File: src/rtl/ispm_pkg.sv
// Shared types and constants for the idle/sleep power manager.
package ispm_pkg;

	localparam int unsigned CfgW   = 16;
	localparam int unsigned StepW  = 32;
	localparam int unsigned AddrW  = 5;
	localparam int unsigned DataW  = 32;

	localparam logic [2:0] CMD_NONE    = 3'd0;
	localparam logic [2:0] CMD_SLEEP   = 3'd3;
	localparam logic [2:0] CMD_KEEP_BT = 3'd5;

	localparam logic [1:0] TR_USB     = 2'd0;
	localparam logic [1:0] TR_RADIO   = 2'd2;
	localparam logic [1:0] TR_INVALID = 2'd3;

	localparam logic [1:0] MODE_OFF        = 2'd0;
	localparam logic [1:0] MODE_IDLE       = 2'd1;
	localparam logic [1:0] MODE_SEARCH     = 2'd2;
	localparam logic [1:0] MODE_UNSELECTED = 2'd3;

	localparam logic [1:0] REQ_TICK = 2'd0;
	localparam logic [1:0] REQ_WAKE = 2'd1;
	localparam logic [1:0] REQ_ACK  = 2'd2;

	localparam logic [4:0] QUIESCE_ALL = 5'h1f;

	typedef enum logic [2:0] {
		REG_BT_IDLE_LIMIT,
		REG_RADIO_IDLE_LIMIT,
		REG_QUALIFY_TICKS,
		REG_FAST_QUALIFY_TICKS,
		REG_CRITICAL_STEPS,
		REG_RADIO_SEARCH_STEPS,
		REG_BT_SEARCH_STEPS,
		REG_UNSELECTED_STEPS
	} reg_idx_t;

	typedef struct packed {
		logic [CfgW-1:0] bluetooth_idle_limit;
		logic [CfgW-1:0] rf_idle_limit;
		logic [CfgW-1:0] qualify_ticks;
		logic [CfgW-1:0] fast_qualify_ticks;
		logic [CfgW-1:0] critical_steps;
		logic [CfgW-1:0] radio_search_steps;
		logic [CfgW-1:0] bt_search_steps;
		logic [CfgW-1:0] unselected_steps;
	} cfg_t;

	typedef struct packed {
		logic [1:0] req_type;
		logic       transport_valid;
		logic [1:0] transport;
		logic       blocked;
		logic       external_power;
		logic       battery_critical;
		logic       user_activity;
		logic       fast_mode;
		logic [1:0] mode_select;
		logic [2:0] ack_command;
		logic [4:0] quiesce_flags;
	} item_t;

	typedef struct packed {
		logic       sleep_req;
		logic [2:0] rf_cmd;
		logic       rf_commit;
		logic       crit_latch;
		logic       ack_accepted;
		logic       may_sleep;
	} result_t;

endpackage

File: src/rtl/ispm_if.sv
// Request and result channel interfaces for the idle/sleep power manager.
interface ispm_in_if;
	logic       valid;
	logic       ready;
	logic [1:0] req_type;
	logic       transport_valid;
	logic [1:0] transport;
	logic       blocked;
	logic       external_power;
	logic       battery_critical;
	logic       user_activity;
	logic       fast_mode;
	logic [1:0] mode_select;
	logic [2:0] ack_command;
	logic [4:0] quiesce_flags;

	modport source (
		output valid, req_type, transport_valid, transport, blocked, external_power,
			battery_critical, user_activity, fast_mode, mode_select, ack_command,
			quiesce_flags,
		input ready
	);
	modport sink (
		input valid, req_type, transport_valid, transport, blocked, external_power,
			battery_critical, user_activity, fast_mode, mode_select, ack_command,
			quiesce_flags,
		output ready
	);
endinterface

interface ispm_out_if;
	logic       valid;
	logic       ready;
	logic       sleep_req;
	logic [2:0] rf_cmd;
	logic       rf_commit;
	logic       crit_latch;
	logic       ack_accepted;
	logic       may_sleep;

	modport source (
		output valid, sleep_req, rf_cmd, rf_commit, crit_latch,
			ack_accepted, may_sleep,
		input ready
	);
	modport sink (
		input valid, sleep_req, rf_cmd, rf_commit, crit_latch,
			ack_accepted, may_sleep,
		output ready
	);
endinterface

File: src/rtl/ispm_regs.sv
// APB configuration register file for the idle/sleep power manager.
module ispm_regs (
	input  logic                       clk,
	input  logic                       arst_n,
	input  logic                       psel,
	input  logic                       penable,
	input  logic                       pwrite,
	input  logic [ispm_pkg::AddrW-1:0] paddr,
	input  logic [ispm_pkg::DataW-1:0] pwdata,
	output logic [ispm_pkg::DataW-1:0] prdata,
	output logic                       pready,
	output ispm_pkg::cfg_t             cfg
);
	import ispm_pkg::*;

	cfg_t            cfg_q;
	reg_idx_t        idx;
	logic            wr_en;
	logic [CfgW-1:0] wval;
	logic [CfgW-1:0] rval;

	assign pready = 1'b1;
	assign idx    = reg_idx_t'(paddr[AddrW-1:2]);
	assign wr_en  = psel & penable & pwrite & pready;
	assign wval   = pwdata[CfgW-1:0];
	assign cfg    = cfg_q;
	assign prdata = {{(DataW-CfgW){1'b0}}, rval};

	always_comb begin
		unique case (idx)
			REG_BT_IDLE_LIMIT:      rval = cfg_q.bluetooth_idle_limit;
			REG_RADIO_IDLE_LIMIT:   rval = cfg_q.rf_idle_limit;
			REG_QUALIFY_TICKS:      rval = cfg_q.qualify_ticks;
			REG_FAST_QUALIFY_TICKS: rval = cfg_q.fast_qualify_ticks;
			REG_CRITICAL_STEPS:     rval = cfg_q.critical_steps;
			REG_RADIO_SEARCH_STEPS: rval = cfg_q.radio_search_steps;
			REG_BT_SEARCH_STEPS:    rval = cfg_q.bt_search_steps;
			REG_UNSELECTED_STEPS:   rval = cfg_q.unselected_steps;
			default:                rval = '0;
		endcase
	end

	always_ff @(posedge clk or negedge arst_n) begin
		if (!arst_n) begin
			cfg_q.bluetooth_idle_limit <= CfgW'(0);
			cfg_q.rf_idle_limit        <= CfgW'(0);
			cfg_q.qualify_ticks        <= CfgW'(1000);
			cfg_q.fast_qualify_ticks   <= CfgW'(100);
			cfg_q.critical_steps       <= CfgW'(1);
			cfg_q.radio_search_steps   <= CfgW'(60);
			cfg_q.bt_search_steps      <= CfgW'(60);
			cfg_q.unselected_steps     <= CfgW'(60);
		end else if (wr_en) begin
			unique case (idx)
				REG_BT_IDLE_LIMIT:      cfg_q.bluetooth_idle_limit <= wval;
				REG_RADIO_IDLE_LIMIT:   cfg_q.rf_idle_limit        <= wval;
				REG_QUALIFY_TICKS:      cfg_q.qualify_ticks        <= wval;
				REG_FAST_QUALIFY_TICKS: cfg_q.fast_qualify_ticks   <= wval;
				REG_CRITICAL_STEPS:     cfg_q.critical_steps       <= wval;
				REG_RADIO_SEARCH_STEPS: cfg_q.radio_search_steps   <= wval;
				REG_BT_SEARCH_STEPS:    cfg_q.bt_search_steps      <= wval;
				REG_UNSELECTED_STEPS:   cfg_q.unselected_steps     <= wval;
				default: ;
			endcase
		end
	end

endmodule

File: src/rtl/ispm_core.sv
// Input register, idle/sleep state update and result register.
module ispm_core (
	input  logic           clk,
	input  logic           arst_n,
	input  ispm_pkg::cfg_t cfg,
	ispm_in_if.sink        item,
	ispm_out_if.source     result
);
	import ispm_pkg::*;

	// input stage
	item_t  item_s1;
	logic   vld_s1;
	// output stage
	result_t res_q;
	logic    res_vld_q;

	// sleep state
	logic [StepW-1:0] idle_q;
	logic [CfgW-1:0]  pre_q;
	logic             pend_q;
	logic             conf_q;
	logic [2:0]       cmd_q;
	logic             latch_q;

	logic [StepW-1:0] idle_n;
	logic [CfgW-1:0]  pre_n;
	logic             pend_n;
	logic             conf_n;
	logic [2:0]       cmd_n;
	logic             latch_n;
	logic             ack;

	logic             adv;
	logic [CfgW-1:0]  period;
	logic [CfgW-1:0]  pre_inc;
	logic [CfgW-1:0]  limit;
	logic             has_limit;
	logic [StepW-1:0] idle_inc;
	logic             is_radio;
	result_t          res_n;

	assign adv        = vld_s1 & (~res_vld_q | result.ready);
	assign item.ready = ~vld_s1 | adv;

	assign is_radio = (item_s1.transport == TR_RADIO);
	assign period   = item_s1.fast_mode ? cfg.fast_qualify_ticks : cfg.qualify_ticks;
	assign pre_inc  = pre_q + CfgW'(1);
	assign idle_inc = (idle_q == {StepW{1'b1}}) ? idle_q : idle_q + StepW'(1);

	// limit uses the latch value after this tick's battery update
	always_comb begin
		has_limit = 1'b1;
		limit     = cfg.critical_steps;
		if (!latch_n) begin
			case (item_s1.mode_select)
				MODE_IDLE:       limit = is_radio ? cfg.rf_idle_limit
					: cfg.bluetooth_idle_limit;
				MODE_SEARCH:     limit = is_radio ? cfg.radio_search_steps
					: cfg.bt_search_steps;
				MODE_UNSELECTED: limit = cfg.unselected_steps;
				default:         has_limit = 1'b0;
			endcase
		end
	end

	always_comb begin
		idle_n  = idle_q;
		pre_n   = pre_q;
		pend_n  = pend_q;
		conf_n  = conf_q;
		cmd_n   = cmd_q;
		latch_n = latch_q;
		ack     = 1'b0;
		case (item_s1.req_type)
			REQ_TICK: begin
				if (!item_s1.transport_valid || item_s1.transport == TR_INVALID
						|| item_s1.blocked) begin
					idle_n = '0; pre_n = '0; pend_n = 1'b0; conf_n = 1'b0; cmd_n = CMD_NONE;
				end else if (item_s1.external_power || item_s1.transport == TR_USB) begin
					latch_n = 1'b0;
					idle_n = '0; pre_n = '0; pend_n = 1'b0; conf_n = 1'b0; cmd_n = CMD_NONE;
				end else begin
					latch_n = latch_q | item_s1.battery_critical;
					if (item_s1.user_activity && !latch_n) begin
						idle_n = '0; pre_n = '0; pend_n = 1'b0; conf_n = 1'b0;
						cmd_n = CMD_NONE;
					end else if (pend_q) begin
						// only a critical battery may escalate the pending command
						if (latch_n && cmd_q != CMD_SLEEP) begin
							cmd_n  = CMD_SLEEP;
							conf_n = 1'b0;
						end
					end else if (pre_inc < period) begin
						pre_n = pre_inc;
					end else begin
						pre_n = '0;
						if (has_limit) begin
							if (limit == '0 || idle_inc < {{(StepW-CfgW){1'b0}}, limit}) begin
								idle_n = idle_inc;
							end else begin
								idle_n = '0;
								pend_n = 1'b1;
								conf_n = 1'b0;
								cmd_n  = (!latch_n && item_s1.mode_select == MODE_IDLE
									&& !is_radio) ? CMD_KEEP_BT : CMD_SLEEP;
							end
						end
					end
				end
			end
			REQ_WAKE: begin
				idle_n = '0; pre_n = '0; pend_n = 1'b0; conf_n = 1'b0; cmd_n = CMD_NONE;
			end
			REQ_ACK: begin
				if (pend_q && item_s1.ack_command == cmd_q) begin
					conf_n = 1'b1;
					ack    = 1'b1;
				end
			end
			default: ;
		endcase
	end

	always_comb begin
		res_n.sleep_req    = pend_n;
		res_n.rf_cmd       = cmd_n;
		res_n.rf_commit    = conf_n;
		res_n.crit_latch   = latch_n;
		res_n.ack_accepted = ack;
		res_n.may_sleep    = pend_n & conf_n & (item_s1.quiesce_flags == QUIESCE_ALL);
	end

	always_ff @(posedge clk or negedge arst_n) begin
		if (!arst_n) begin
			vld_s1    <= 1'b0;
			res_vld_q <= 1'b0;
			idle_q    <= '0;
			pre_q     <= '0;
			pend_q    <= 1'b0;
			conf_q    <= 1'b0;
			cmd_q     <= CMD_NONE;
			latch_q   <= 1'b0;
		end else begin
			if (item.ready) begin
				vld_s1 <= item.valid;
			end
			if (adv) begin
				res_vld_q <= 1'b1;
				idle_q    <= idle_n;
				pre_q     <= pre_n;
				pend_q    <= pend_n;
				conf_q    <= conf_n;
				cmd_q     <= cmd_n;
				latch_q   <= latch_n;
			end else if (result.ready) begin
				res_vld_q <= 1'b0;
			end
		end
	end

	always_ff @(posedge clk) begin
		if (item.ready && item.valid) begin
			item_s1.req_type         <= item.req_type;
			item_s1.transport_valid  <= item.transport_valid;
			item_s1.transport        <= item.transport;
			item_s1.blocked          <= item.blocked;
			item_s1.external_power   <= item.external_power;
			item_s1.battery_critical <= item.battery_critical;
			item_s1.user_activity    <= item.user_activity;
			item_s1.fast_mode        <= item.fast_mode;
			item_s1.mode_select      <= item.mode_select;
			item_s1.ack_command      <= item.ack_command;
			item_s1.quiesce_flags    <= item.quiesce_flags;
		end
		if (adv) begin
			res_q <= res_n;
		end
	end

	assign result.valid        = res_vld_q;
	assign result.sleep_req    = res_q.sleep_req;
	assign result.rf_cmd       = res_q.rf_cmd;
	assign result.rf_commit    = res_q.rf_commit;
	assign result.crit_latch   = res_q.crit_latch;
	assign result.ack_accepted = res_q.ack_accepted;
	assign result.may_sleep    = res_q.may_sleep;

endmodule

File: src/rtl/idle_sleep_power_manager.sv
// Idle/sleep power manager top level: APB registers and request pipeline.
// Each request passes the input register, then the result register.
// Throughput: one request per cycle unless result stalls; state update is
// combinational (16-bit prescaler compare, 32-bit saturating idle count and
// limit compare). Reset (arst_n low, asynchronous): counters, latch and
// pipeline valids clear, registers return to their documented defaults.
module idle_sleep_power_manager (
	input  logic                       clk,
	input  logic                       arst_n,
	input  logic                       psel,
	input  logic                       penable,
	input  logic                       pwrite,
	input  logic [ispm_pkg::AddrW-1:0] paddr,
	input  logic [ispm_pkg::DataW-1:0] pwdata,
	output logic [ispm_pkg::DataW-1:0] prdata,
	output logic                       pready,
	ispm_in_if.sink                    item,
	ispm_out_if.source                 result
);
	import ispm_pkg::*;

	cfg_t cfg;

	ispm_regs u_regs (
		.clk     (clk),
		.arst_n  (arst_n),
		.psel    (psel),
		.penable (penable),
		.pwrite  (pwrite),
		.paddr   (paddr),
		.pwdata  (pwdata),
		.prdata  (prdata),
		.pready  (pready),
		.cfg     (cfg)
	);

	ispm_core u_core (
		.clk    (clk),
		.arst_n (arst_n),
		.cfg    (cfg),
		.item   (item),
		.result (result)
	);

endmodule

File: src/flat_wrapper.sv
// flat-port wrapper written by rule: the top's interface ports become plain ports
module idle_sleep_power_manager_flat import ispm_pkg::*;
  (clk, arst_n, psel, penable, pwrite, paddr, pwdata, prdata, pready, item_valid, item_req_type, item_transport_valid, item_transport, item_blocked, item_external_power, item_battery_critical, item_user_activity, item_fast_mode, item_mode_select, item_ack_command, item_quiesce_flags, item_ready, result_valid, result_sleep_req, result_rf_cmd, result_rf_commit, result_crit_latch, result_ack_accepted, result_may_sleep, result_ready);
  ispm_in_if item_i ();
  ispm_out_if result_i ();
  input  logic clk;
  input  logic arst_n;
  input  logic psel;
  input  logic penable;
  input  logic pwrite;
  input  logic [ispm_pkg::AddrW-1:0] paddr;
  input  logic [ispm_pkg::DataW-1:0] pwdata;
  output logic [ispm_pkg::DataW-1:0] prdata;
  output logic pready;
  input wire logic [$bits(item_i.valid)-1:0] item_valid;
  input wire logic [$bits(item_i.req_type)-1:0] item_req_type;
  input wire logic [$bits(item_i.transport_valid)-1:0] item_transport_valid;
  input wire logic [$bits(item_i.transport)-1:0] item_transport;
  input wire logic [$bits(item_i.blocked)-1:0] item_blocked;
  input wire logic [$bits(item_i.external_power)-1:0] item_external_power;
  input wire logic [$bits(item_i.battery_critical)-1:0] item_battery_critical;
  input wire logic [$bits(item_i.user_activity)-1:0] item_user_activity;
  input wire logic [$bits(item_i.fast_mode)-1:0] item_fast_mode;
  input wire logic [$bits(item_i.mode_select)-1:0] item_mode_select;
  input wire logic [$bits(item_i.ack_command)-1:0] item_ack_command;
  input wire logic [$bits(item_i.quiesce_flags)-1:0] item_quiesce_flags;
  output wire logic [$bits(item_i.ready)-1:0] item_ready;
  output wire logic [$bits(result_i.valid)-1:0] result_valid;
  output wire logic [$bits(result_i.sleep_req)-1:0] result_sleep_req;
  output wire logic [$bits(result_i.rf_cmd)-1:0] result_rf_cmd;
  output wire logic [$bits(result_i.rf_commit)-1:0] result_rf_commit;
  output wire logic [$bits(result_i.crit_latch)-1:0] result_crit_latch;
  output wire logic [$bits(result_i.ack_accepted)-1:0] result_ack_accepted;
  output wire logic [$bits(result_i.may_sleep)-1:0] result_may_sleep;
  input wire logic [$bits(result_i.ready)-1:0] result_ready;
  assign item_i.valid = item_valid;
  assign item_i.req_type = item_req_type;
  assign item_i.transport_valid = item_transport_valid;
  assign item_i.transport = item_transport;
  assign item_i.blocked = item_blocked;
  assign item_i.external_power = item_external_power;
  assign item_i.battery_critical = item_battery_critical;
  assign item_i.user_activity = item_user_activity;
  assign item_i.fast_mode = item_fast_mode;
  assign item_i.mode_select = item_mode_select;
  assign item_i.ack_command = item_ack_command;
  assign item_i.quiesce_flags = item_quiesce_flags;
  assign item_ready = item_i.ready;
  assign result_valid = result_i.valid;
  assign result_sleep_req = result_i.sleep_req;
  assign result_rf_cmd = result_i.rf_cmd;
  assign result_rf_commit = result_i.rf_commit;
  assign result_crit_latch = result_i.crit_latch;
  assign result_ack_accepted = result_i.ack_accepted;
  assign result_may_sleep = result_i.may_sleep;
  assign result_i.ready = result_ready;
  idle_sleep_power_manager u_core (.clk(clk), .arst_n(arst_n), .psel(psel), .penable(penable), .pwrite(pwrite), .paddr(paddr), .pwdata(pwdata), .prdata(prdata), .pready(pready), .item(item_i), .result(result_i));
endmodule
File: config.mk
export PLATFORM = sky130hd
export DESIGN_NAME = idle_sleep_power_manager_flat
export DESIGN_NICKNAME = d
export VERILOG_FILES = /design/src/rtl/ispm_pkg.sv /design/src/rtl/ispm_if.sv /design/src/rtl/ispm_regs.sv /design/src/rtl/ispm_core.sv /design/src/rtl/idle_sleep_power_manager.sv /design/src/flat_wrapper.sv
export SDC_FILE = /design/constraint.sdc
export NUM_CORES = 1
export LEC_CHECK = 0
export BUFFER_PORTS_ARGS = -buffer_cell sky130_fd_sc_hd__buf_2
export CORE_UTILIZATION = 40
export DETAILED_ROUTE_END_ITERATION = 6
export GPL_ROUTABILITY_DRIVEN = 0
export PLACE_DENSITY_LB_ADDON = 0.15
export SLEW_MARGIN = 15
export SYNTH_ARGS = -nofsm -noshare
export SYNTH_HDL_FRONTEND = slang
export SYNTH_SLANG_ARGS = --single-unit
File: constraint.sdc
create_clock -name clk -period 6.2 [get_ports clk]
set_clock_uncertainty 0.05 [all_clocks]
set_input_delay 1.24 -clock clk [delete_from_list [all_inputs] [get_ports clk]]
set_output_delay 1.24 -clock clk [all_outputs]
set_load 0.02 [all_outputs]
==> flow_summary.yaml <==
run_status:
  status: "finished clean"
final_layout:
  synthToLayoutAreaGrowth_pct: 13.39
  post-route-cell-area_sq_um: 14190
  drive_gt1_share_pct: 25.33
  nets: 1363
  final_core_util_pct: 46.26
  layout.cells.non_filler: 1683
  antenna_cells: 0
floorplan:
  die_area_sq_um: 31990
  coreArea_sq_um: 30670
  rows: 64
  start_util_pct: 40.80
  die_w_microns: 178.9
  die_h_microns: 178.9
  io_pins: 107
global_routing:
  track_usage_pct: 23.37
  grt_first_pass_wirelength_microns: 56880
  grt_pass1_vias: 9629
  antenna_found_initial: 0
  grt_max_degree: 137
  gr-total-overflow: 0
yosys:
  syn_area_sq_um: 12510
  ys_warn_count: 0
  synth_edf_count: 28
  synth.avg_cell_area_sq_um: 10.36
  synth.ff_latch_count: 212
  seq_area_frac_synth_pct: 43.74
  yosysUniqueCellTypes: 75
  netlist_instances: 1208
  ys.flop_type: "dfrtp_1"
  synth_top_cell_by_area: "dfrtp_1"
  synth-async-reset-ratio_pct: 86.79
  synth_area_leaders: "dfrtp_1 (32%), mux2_2 (12%), edfxtp_1 (6.7%)"
  synth_top_area_share_pct: 32.40
setup_path:
  end_kind: "flop"
  reg2reg_depth: 15
  path_class: "reg -> reg"
  worstPathArrival_ns: 5.18
  r2r-start: "u_core.u_core.item_s1[16]"
  r2r_slack_ns: 1.24
  cp_cell_sequence: "nor2b_4 > buf_4 > nor3_1 > o32ai_1 > mux2i_1 > ha_1 > o21ai_0 > nand2b_1 > nand2_1 > nor3_1 > a2111oi_2 > and3_4 > o41ai_2 > o21ai_1 > a22o_1"
  path_common_cell: "nor3_1"
  start_kind: "flop"
  worstPathMaxFanout: 20
  slowest_delay_ns: 0.73
  r2r_end: "u_core.u_core.result.rf_cmd[2]"
  cp.required_ns: 6.42
  slowest_stage: "nor2b_4"
timing:
  timing.final.crit_share_pct: 79.94
  hold_viol_final: 0
  fmax_mhz: 201.8
  setup_viol: 0
  slew_viol_final: 0
  tightest_slew_ns: 1.084
  tns_ns: 0
  relSlewSlack_pct: 27.75
  final.min_clock_period_ns: 4.956
  rsz0062_at_grt: "false"
power:
  power_leakage_uw: 0.006122
  power_per_cell_area_nw_per_um2: 287.3
  power_uw: 4077
  ir_drop_mv: 0.1975
routing:
  wl_met2_microns: 16950
  first_pass_iters: 5
  dr_wl_met3_microns: 1720
  drtIter0Drc: 755
  num_vias: 9854
  via_per_inst: 5.855
  drc_errors: 0
  wl_per_cell_microns: 21.52
  highest_layer: "met4"
  met1_length_microns: 16760
  wl_microns: 36230
  ant_nets: 0
place:
  port_buffers: 71
  dpl.cell_count: 1635
  place_hpwl_microns: 25280
  dpl_cell_area_sq_um: 13290
min_path:
  min_path_cells: 1
  hold_path_class: "reg -> reg"
  holdPathEnd: "u_core.u_core.result.valid"
  hold_path.startpoint: "u_core.u_core.vld_s1"
clock_tree:
  cts_root_buf: "clkbuf_16"
  cts_tree: "done"
  cts_resized: 0
  clk_pin_slew_worst_paths_ns: 0.06
  clockBufferDepth: 3
  cts_sinks: 212
  htree_num_levels: 1
  cts_setup_buffers: 0
  cts_buffers: 26
  holdBufCountCts: 0
  worstSkewPairLatency_ns: 0.56
run:
  maxCapViolCount: 0
## worst max path at each step
stage	startpoint	endpoint	depth (start not counted)
floorplan	u_core.u_core.item_s1[19]	u_core.u_core.result.rf_cmd[2]	16
global placement	u_core.u_core.item_s1[16]	u_core.u_core.result.rf_cmd[2]	15
CTS	u_core.u_core.item_s1[16]	u_core.u_core.idle_q[12]	15
detailed placement	u_core.u_core.item_s1[16]	u_core.u_core.idle_q[12]	15
finish	u_core.u_core.item_s1[16]	u_core.u_core.result.rf_cmd[2]	15
global route	u_core.u_core.item_s1[16]	u_core.u_core.idle_q[5]	16
## cell usage in the layout (no fill, tap or decap), types with 12 or more instances in the layout
| cell type | count |
|---|---|
| a21oi_1 | 51 |
| and3_1 | 14 |
| buf_2 | 70 |
| buf_4 | 29 |
| clkbuf_16 | 26 |
| conb_1 | 17 |
| dfrtp_1 | 162 |
| dfstp_2 | 22 |
| edfxtp_1 | 28 |
| ha_1 | 32 |
| inv_1 | 22 |
| mux2_2 | 133 |
| mux2i_1 | 55 |
| nand2_1 | 69 |
| nand2b_1 | 24 |
| nand3_1 | 39 |
| nand4_1 | 22 |
| nor2_1 | 98 |
| nor3_1 | 44 |
| o21ai_0 | 73 |
| o22ai_1 | 12 |
| o32ai_1 | 13 |
| xnor2_1 | 18 |
| xor2_1 | 16 |
## sequential cells by signal, indices dropped and copies added, names as in the netlist, 3 cells and up
register,flops
u_core.u_core.item_s1,20
u_core.u_core.result.rf_cmd,3
u_core.u_core.cmd_q,3
u_core.u_regs.cfg,128
u_core.u_core.pre_q,16
u_core.u_core.idle_q,32
## power by group
part | switching (uW) | total, uW | internal, uW
combinational | 401 | 732 | 331
clock | 610 | 1570 | 963
sequential | 155 | 1770 | 1620
total | 1170 | 4080 | 2910
## cell usage after synthesis, types with 3 or more instances
cell type	count
dfrtp_1	162
buf_1	8
buf_2	11
a32o_1	11
mux2_2	133
a221oi_1	10
mux2i_1	55
or3_1	5
o41ai_1	3
dfstp_2	22
ha_1	32
a21o_1	10
nand3_1	39
o21ai_0	73
nand2_1	69
or4_1	3
buf_4	17
xor2_1	16
a31o_1	3
o31ai_1	3
o32ai_1	13
nand2b_1	24
mux4_2	9
o21ai_1	6
clkbuf_1	47
o22ai_1	12
xnor2_1	18
nor3_1	47
nor2b_1	5
a31oi_1	9
buf_6	3
a22o_1	11
and4_1	5
inv_1	22
and2_1	7
edfxtp_1	28
a21oi_1	51
a211oi_1	11
and3b_1	3
o211ai_1	3
nor4_1	11
and3_1	14
nand4_1	22
nor2_1	99
## critical path, delay by kind of cell (launching register included)
kind                       cells  cell delay [ns]
and+or+nand+nor                6             1.64
buffers and inverters          1             0.36
muxes                          1             0.18
DFF                            1             0.52
adders and majority gates      1             0.31
AOI/OAI and AO/OA              6             1.62
## per-stage QoR
step / setup WS, ns / hold slack (ns)
2_1_floorplan: 1.794 / 0.4072
3_3_place_gp: 1.318 / 0.4141
3_5_place_dp: 1.280 / 0.4451
4_1_cts: 1.269 / 0.4621
5_1_grt: 0.9928 / 0.4855
6_report: 1.244 / 0.4575
## routing by layer
layer,up-vias,GRT usage (%)
met4,0,6.356
met1,4949,32.67
met3,43,3.053
li1,4613,-
met5,-,0
met2,249,37.85
## kinds of logic (layout without fill, tap and decap cells)
group | count (synthesis) | in the layout | synth area share, %
AO/OA/AOI/OAI | 254 | 254 | 13.57
XOR/XNOR | 34 | 34 | 2.380
adder cells (fa/ha/maj) | 32 | 32 | 3.200
buffers and inverters | 108 | 172 | 4.040
flip-flops | 212 | 212 | 43.74
multiplexers | 197 | 197 | 17.99
other | 2 | 17 | 0.06002
AND/OR/NAND/NOR | 369 | 369 | 15.03
## layout make-up
class / count / area, sq um
Multi-Input combinational cell: 903 / 6621
Clock buffer: 40 / 753.2
Sequential cell: 212 / 5473
Inverter: 22 / 82.58
Tap cell: 396 / 495.5
Timing Repair Buffer: 102 / 621.8
Fill cell: 2938 / 16480
Clock inverter: 8 / 141.4
Power figures use the tool's default switching activity.
